`src/sv/bts_pkg.sv`:
```
// Shared constants, codes and types of the bright text strip patcher.
package bts_pkg;

    // Sizing of the strip store.
    localparam int MAX_WIDTH   = 1024;
    localparam int MAX_STRIP   = 32;
    localparam int COL_W       = $clog2(MAX_WIDTH);
    localparam int SROW_W      = $clog2(MAX_STRIP);
    localparam int PIX_ADDR_W  = SROW_W + COL_W;
    localparam int PIX_DEPTH   = MAX_STRIP * MAX_WIDTH;

    // Field widths of the ports.
    localparam int ROW_W       = 12;
    localparam int CMP_W       = ROW_W + 1;
    localparam int CFG_WIDTH_W = 11;
    localparam int CFG_STRIP_W = 6;
    localparam int CFG_IDX_W   = 1;
    localparam int CFG_DATA_W  = CFG_WIDTH_W;

    // Configuration register indexes.
    localparam logic [CFG_IDX_W-1:0] REG_IMAGE_WIDTH = 1'd0;
    localparam logic [CFG_IDX_W-1:0] REG_STRIP_ROWS  = 1'd1;

    // Pixel constants.
    localparam logic [7:0]       BRIGHT_LEVEL = 8'd180;
    localparam logic [7:0]       FULL_ALPHA   = 8'd255;
    localparam logic [ROW_W-1:0] ROW_LIMIT    = 12'd4095;

    // Output queue sizing.
    localparam int MAX_RESULTS = 2;
    localparam int OUTQ_DEPTH  = 8;
    localparam int OUTQ_PTR_W  = $clog2(OUTQ_DEPTH);
    localparam int OUTQ_CNT_W  = $clog2(OUTQ_DEPTH + 1);

    // What a pixel does, decided by its row.
    typedef enum logic [1:0] {
        KIND_STORE,
        KIND_PATCH,
        KIND_PASS
    } kind_t;

    typedef struct packed {
        logic [7:0] red;
        logic [7:0] green;
        logic [7:0] blue;
        logic [7:0] alpha;
    } pixel_t;

    // One accepted pixel with its position and neighborhood bounds.
    typedef struct packed {
        kind_t                kind;
        logic [ROW_W-1:0]     row;
        logic [COL_W-1:0]     col;
        logic [SROW_W-1:0]    py;
        logic [COL_W-1:0]     x0;
        logic [COL_W-1:0]     x1;
        logic [MAX_STRIP-1:0] row_mask;
        logic                 mark;
        pixel_t               pix;
    } item_t;

    // One output word.
    typedef struct packed {
        pixel_t           pix;
        logic             fix;
        logic [ROW_W-1:0] row;
        logic [COL_W-1:0] col;
        logic             last;
    } result_t;

endpackage

```
`src/sv/bts_front.sv`:
```
// Configuration registers, raster position counters and pixel classification.
module bts_front (
    input  logic                             clk,
    input  logic                             rst_n,
    input  logic                             cfg_we,
    input  logic [bts_pkg::CFG_IDX_W-1:0]    cfg_index,
    input  logic [bts_pkg::CFG_DATA_W-1:0]   cfg_data,
    input  logic                             accept,
    input  logic                             frame_start,
    input  bts_pkg::pixel_t                  pix,
    output bts_pkg::item_t                   item
);

    import bts_pkg::*;

    logic [CFG_WIDTH_W-1:0] image_width_reg;
    logic [CFG_STRIP_W-1:0] strip_rows_reg;
    logic [ROW_W-1:0]       row_count_reg;
    logic [ROW_W-1:0]       row_count_next;
    logic [COL_W-1:0]       col_count_reg;
    logic [COL_W-1:0]       col_count_next;

    logic [CMP_W-1:0] w_eff;
    logic [CMP_W-1:0] s_eff;
    logic [CMP_W-1:0] width_x;
    logic [CMP_W-1:0] strip_x;
    logic [ROW_W-1:0] row_c;
    logic [COL_W-1:0] col_c;
    logic [CMP_W-1:0] row_x;
    logic [CMP_W-1:0] col_x;
    logic [CMP_W-1:0] col_inc_x;
    logic [CMP_W-1:0] py_x;
    logic [CMP_W-1:0] y0_x;
    logic [CMP_W-1:0] y1_x;

    // Configuration writes.
    always_ff @(posedge clk or negedge rst_n)
    begin
        if (!rst_n)
        begin
            image_width_reg <= CFG_WIDTH_W'(1);
            strip_rows_reg  <= '0;
        end
        else if (cfg_we)
        begin
            case (cfg_index)
                REG_IMAGE_WIDTH: image_width_reg <= cfg_data[CFG_WIDTH_W-1:0];
                REG_STRIP_ROWS:  strip_rows_reg  <= cfg_data[CFG_STRIP_W-1:0];
                default:         ;
            endcase
        end
    end

    // Effective width and strip height, clamped to what the store holds; a width of zero counts as one.
    always_comb
    begin
        width_x = CMP_W'(image_width_reg);
        strip_x = CMP_W'(strip_rows_reg);
        if (width_x == '0)
        begin
            w_eff = CMP_W'(1);
        end
        else if (width_x > CMP_W'(MAX_WIDTH))
        begin
            w_eff = CMP_W'(MAX_WIDTH);
        end
        else
        begin
            w_eff = width_x;
        end
        s_eff = (strip_x > CMP_W'(MAX_STRIP)) ? CMP_W'(MAX_STRIP) : strip_x;
    end

    // Position of the pixel on the input, and its role in the image.
    always_comb
    begin
        row_c     = frame_start ? '0 : row_count_reg;
        col_c     = frame_start ? '0 : col_count_reg;
        row_x     = CMP_W'(row_c);
        col_x     = CMP_W'(col_c);
        col_inc_x = col_x + CMP_W'(1);
        py_x      = row_x - s_eff;
        y0_x      = (py_x == '0) ? '0 : py_x - CMP_W'(1);
        y1_x      = ((py_x + CMP_W'(1)) < s_eff) ? py_x + CMP_W'(1) : s_eff - CMP_W'(1);

        if (row_x < s_eff)
        begin
            item.kind = KIND_STORE;
        end
        else if (row_x < (s_eff << 1))
        begin
            item.kind = KIND_PATCH;
        end
        else
        begin
            item.kind = KIND_PASS;
        end

        item.row  = row_c;
        item.col  = col_c;
        item.py   = py_x[SROW_W-1:0];
        item.x0   = (col_c == '0) ? '0 : col_c - COL_W'(1);
        item.x1   = (col_inc_x < w_eff) ? col_inc_x[COL_W-1:0] : col_c;
        for (int j = 0; j < MAX_STRIP; j++)
        begin
            item.row_mask[j] = (CMP_W'(j) >= y0_x) && (CMP_W'(j) <= y1_x);
        end
        item.mark = (pix.red > BRIGHT_LEVEL) && (pix.green > BRIGHT_LEVEL)
                    && (pix.blue > BRIGHT_LEVEL);
        item.pix  = pix;
    end

    // Raster counters: wrap at the row end, the row count saturates.
    always_comb
    begin
        row_count_next = row_count_reg;
        col_count_next = col_count_reg;
        if (accept)
        begin
            if (col_inc_x >= w_eff)
            begin
                col_count_next = '0;
                row_count_next = (row_c < ROW_LIMIT) ? row_c + ROW_W'(1) : row_c;
            end
            else
            begin
                col_count_next = col_inc_x[COL_W-1:0];
                row_count_next = row_c;
            end
        end
    end

    always_ff @(posedge clk or negedge rst_n)
    begin
        if (!rst_n)
        begin
            row_count_reg <= '0;
            col_count_reg <= '0;
        end
        else
        begin
            row_count_reg <= row_count_next;
            col_count_reg <= col_count_next;
        end
    end

endmodule

```
`config.mk`:
```
export PLATFORM = sky130hd
export DESIGN_NAME = bts_front
export DESIGN_NICKNAME = d
export VERILOG_FILES = /design/src/sv/bts_pkg.sv /design/src/sv/bts_front.sv
export SDC_FILE = /design/constraint.sdc
export NUM_CORES = 1
export LEC_CHECK = 0
export BUFFER_PORTS_ARGS = -buffer_cell sky130_fd_sc_hd__buf_2
export CORE_MARGIN = 5
export CORE_UTILIZATION = 40
export CTS_CLUSTER_DIAMETER = 120
export DETAILED_ROUTE_END_ITERATION = 6
export MAX_ROUTING_LAYER = met4
export PLACE_DENSITY = 0.79
export SKIP_CTS_REPAIR_TIMING = 1
export SYNTH_ARGS = -nofsm -noshare
export SYNTH_HDL_FRONTEND = slang
export SYNTH_SLANG_ARGS = --single-unit
```
`constraint.sdc`:
```
create_clock -name clk -period 4 [get_ports clk]
set_input_delay 0.2 -clock clk [delete_from_list [all_inputs] [get_ports clk]]
set_output_delay 0.2 -clock clk [all_outputs]
set_load 0.02 [all_outputs]
```
Word level (Yosys, flattened, before mapping). Cells that the tools add are included.

Logic and storage cells: 140. Bits in registers: 39. Bits of input ports: 49.

Muxes and demuxes: 14. $lt $le $gt $ge: 75. Reduce and logical (&&, ||, !) cells: 39. Add/sub/neg operators: 7. Bitwise logic cells: 1.

Operator list (number): >= comparator 5 x 13 -> 1 bit, first input constant (16); less-or-equal comparator 5 x 13 -> 1 bit, first input constant (16); >= comparator 4 x 13 -> 1 bit, first input constant (8); less-or-equal comparator 4 x 13 -> 1 bit, first input constant (8); >= comparator 3 x 13 -> 1 bit, first input constant (4); less-or-equal comparator 3 x 13 -> 1 bit, first input constant (4); 2-to-1 mux 10 bit (4); 2-to-1 mux 12 bit (3); logical AND 1 bit (34); >= comparator 1 x 13 -> 1 bit, first input constant (2); >= comparator 2 x 13 -> 1 bit, first input constant (2); less-or-equal comparator 1 x 13 -> 1 bit, first input constant (2); less-or-equal comparator 2 x 13 -> 1 bit, first input constant (2); 2-to-1 mux 13 bit (2); greater-than comparator 8 bit, second input constant (3); 2-to-1 mux 11 bit (2); adder 13 x 1 -> 13 bit, second input constant (1); >= comparator 11 x 13 -> 1 bit (1); zero test 13 bit (1); less-than comparator 11 x 13 -> 1 bit (1); less-than comparator 13 x 6 -> 1 bit (1); subtractor 12 x 6 -> 13 bit (1); subtractor 13 x 1 -> 13 bit, second input constant (1); adder 12 x 1 -> 12 bit, second input constant (1); other kinds (14) (16).

Logic depth before layout (Yosys ltp).
Depth in word-level cells: 8. Depth in mapped cells: 23. Mapped depth without buffers: 18.

Least setup slack after synthesis. OpenSTA, ideal clock, no wires.

Path type: input to output. Start: input frame_start. End: output item[54] in the netlist's numbering. Arrival: 4703 ps. Setup slack: -903 ps. Stages: 21. Cell sequence: buf_2 > inv_1 > buf_1 > nand2_1 > ha_1 > inv_1 > fa_1 > ha_1 > xnor2_1 > inv_1 > ha_1 > o21a_1 > o21a_1 > o21ai_0 > nand2b_1 > a221oi_1 > nand4_2 > buf_6 > buf_6 > mux2i_1 > nor4_1.

RTL lines: start: declaration (line bts_front.sv:9) `input logic frame_start,`; end: declaration (line bts_front.sv:11) `output bts_pkg::item_t item`.

==> metrics.txt <==
crit-path cells=nand2b_4 -> inv_4 -> ha_4 -> inv_2 -> fa_2 -> a211oi_4 -> nor2_2 -> xnor2_2 -> or3_4 -> xnor2_4 -> inv_1 -> ha_4 -> a221oi_2 -> nand4_4 -> buf_12 -> buf_12 -> or3_1 -> a32oi_1 -> buf_4; Final Instance Count excl. Fillers=1084; area grow syn2layout=46.9%; io pins=roughly 160; DRC violations left=0; RSZ-0062 raised after global routing=yes; setup_tns=-17020 ps; clock skew=5.34 ps; crit path DAT=between 4000 and 5000 ps; Max transition margin=0.383; share of cells above drive strength 1=0.431; Syn Area/Cell=around 7.6 um^2; Setup crit start kind=flop; Initial Util=0.409; Async SR Flop Fraction=1.00; clock buffer depth=2; Slew Viols, Final=0; routed via count=6279; Total GRT Usage=0.217; HP Class=input pin to async pin; Fill cells=1117; Die Wd=126 um; IO Port Bufs=146; Core Region=0.0132 mm^2; Worst Setup End Kind=output port; most common cell after layout, fill and taps aside=buf_2; GRT overflow=0; largest net degree at the start of global routing=40; first-pass GRT wire length=~29 mm; Sinks on Clock Net=39; pwr dens=399 mW/mm^2; Tcrit/Tclk final=1.16; VDD IR max=284 uV; placed instance count=1060; CP Max Fanout=5; CTS Buf Count=5; Worst EP required=3800 ps; Yosys warning total=0; Worst path max stage delay=420 ps; Leakage=around 3.8 nW; hold_ws=41.0 ps; endpoints failing setup=31; failing checks=negative setup slack; utilization after layout=0.600; CP Class=flop to output port; library cells used by synthesis=80; clock latency on the worst-skew pair=280 ps; drt wl/cell=17.9 um; routed vias/inst=5.79; post-route setup slack=-636 ps; worst slew pin tran=902 ps; synthesized area=approximately 0.0054 mm^2; status=complete, but fails checks; max reg flops=12; Seq. cell area=slightly below 0.001 mm^2; clk slew on worst S/H paths=60 ps; Critical-path top delay cell=or3_4; Syn Inst Count=708; initial DRC count=just over 600; fmax=0.216 GHz; final hold vios=0; Post-DP HPWL=~14 mm; vias in the first global route=5785; Std-Cell Rows=42; TritonCTS clock tree=built; initial antenna violation count=0; net count reported at finish=990; htree depth=2; Synth Flop Type=dfrtp_1; Root Driver=clkbuf_16; Post-synth EDFFs=0; area of the multi-input gates=0.00457 mm^2; net count after synthesis=791; DR pass1 iterations=5; #FFs+latches synth=39; diode count=0; post-route ant nets=0; sequential-to-total area share from yosys stat=0.181; die height=approximately 130 um; most frequent cells in the layout=buf_2 (116), buf_4 (100), nand2_1 (98); Placer Congestion=0.936; full die area=0.0160 mm^2; maxcap violations=0; routed wire length=between 15 and 20 mm; crit path time final=4640 ps
-- cell usage after synthesis, types with 8 or more instances --
cell	number	area (um^2)
nand2_1	100	375
nor2_1	64	240
dfrtp_1	38	951
buf_4	33	248
ha_1	33	413
inv_1	32	120
xnor2_1	27	236
mux2_2	26	293
nand3_1	23	115
mux2i_1	22	220
a21oi_1	19	95.1
nand4_1	16	100
o21ai_0	16	80.1
and3_1	15	93.8
clkbuf_1	15	56.3
nor2b_1	15	93.8
nor3_1	15	75.1
nand2b_1	13	81.3
nor4_1	13	81.3
xor2_1	13	114
o21a_1	12	90.1
a31oi_1	11	68.8
o2bb2ai_1	10	87.6
or3_1	10	62.6
a21o_1	9	67.6
a221oi_1	8	70.1
and2_1	8	50.1
-- per-stage QoR --
stage | total power [W] | cell area [um^2] | setup WS (ps)
floorplan | 0.00177 | 5820 | -220
global placement | 0.00239 | 7130 | -158
detailed placement | 0.00242 | 7130 | -248
CTS | 0.00289 | 7300 | -577
global route | 0.00336 | 7950 | -787
finish | 0.00317 | 7950 | -636
-- per-layer routing --
layer,global-route usage,wire [um]
met1,0.280,7820
met4,0.0492,620
met2,0.367,9540
met5,-,0
met3,0.0273,1460
-- worst max-delay path: cells and delay by family (launching register included) --
| family | cells | cell delay, ps |
|---|---|---|
| AOI/OAI and AO/OA | 3 | 780 |
| buffers and inverters | 6 | 690 |
| DFF | 1 | 400 |
| adders and majority gates | 3 | 730 |
| and+or+nand+nor | 5 | 1200 |
| xor gates and xnor gates | 2 | 330 |
-- where the power goes --
part           internal [W]  switching [W]  total, W
Combinational      0.000885        0.00136   0.00225
Clock              0.000294       0.000167  0.000461
Sequential         0.000430      0.0000309  0.000461
Total               0.00161        0.00156   0.00317
-- cell families after synthesis --
family	synth area share
AND/OR/NAND/NOR	0.285
AO/OA/AOI/OAI	0.191
buffers and inverters	0.0987
multiplexers	0.0976
XOR/XNOR	0.0678
flip-flops	0.181
adder cells (fa/ha/maj)	0.0800
-- final timing paths --
path | start | end | slack [ps] | cells past startpoint
worst max-delay path | strip_rows_reg[5] | item[43] | -640 | 19
worst min-delay path | rst_n | image_width_reg[7] | 40 | 1
worst max register to register | col_count_reg[1] | row_count_reg[10] | 430 | 14
worst min register to register | col_count_reg[9] | col_count_reg[9] | 510 | 1
max in group asynchronous | rst_n | row_count_reg[7] | 3390 | 1
min in group clk | cfg_data[6] | image_width_reg[6] | 140 | 2
-- final cells by class --
cell class	count	area share
flip-flops and latches	39	0.123
well taps	176	0.0277
repair buffers	254	0.236
clock buffers	5	0.0157
multi-input cells	572	0.575
clock inverters	3	0.00551
inverters	35	0.0168
Note: power is estimated with default switching activity, not from simulation.
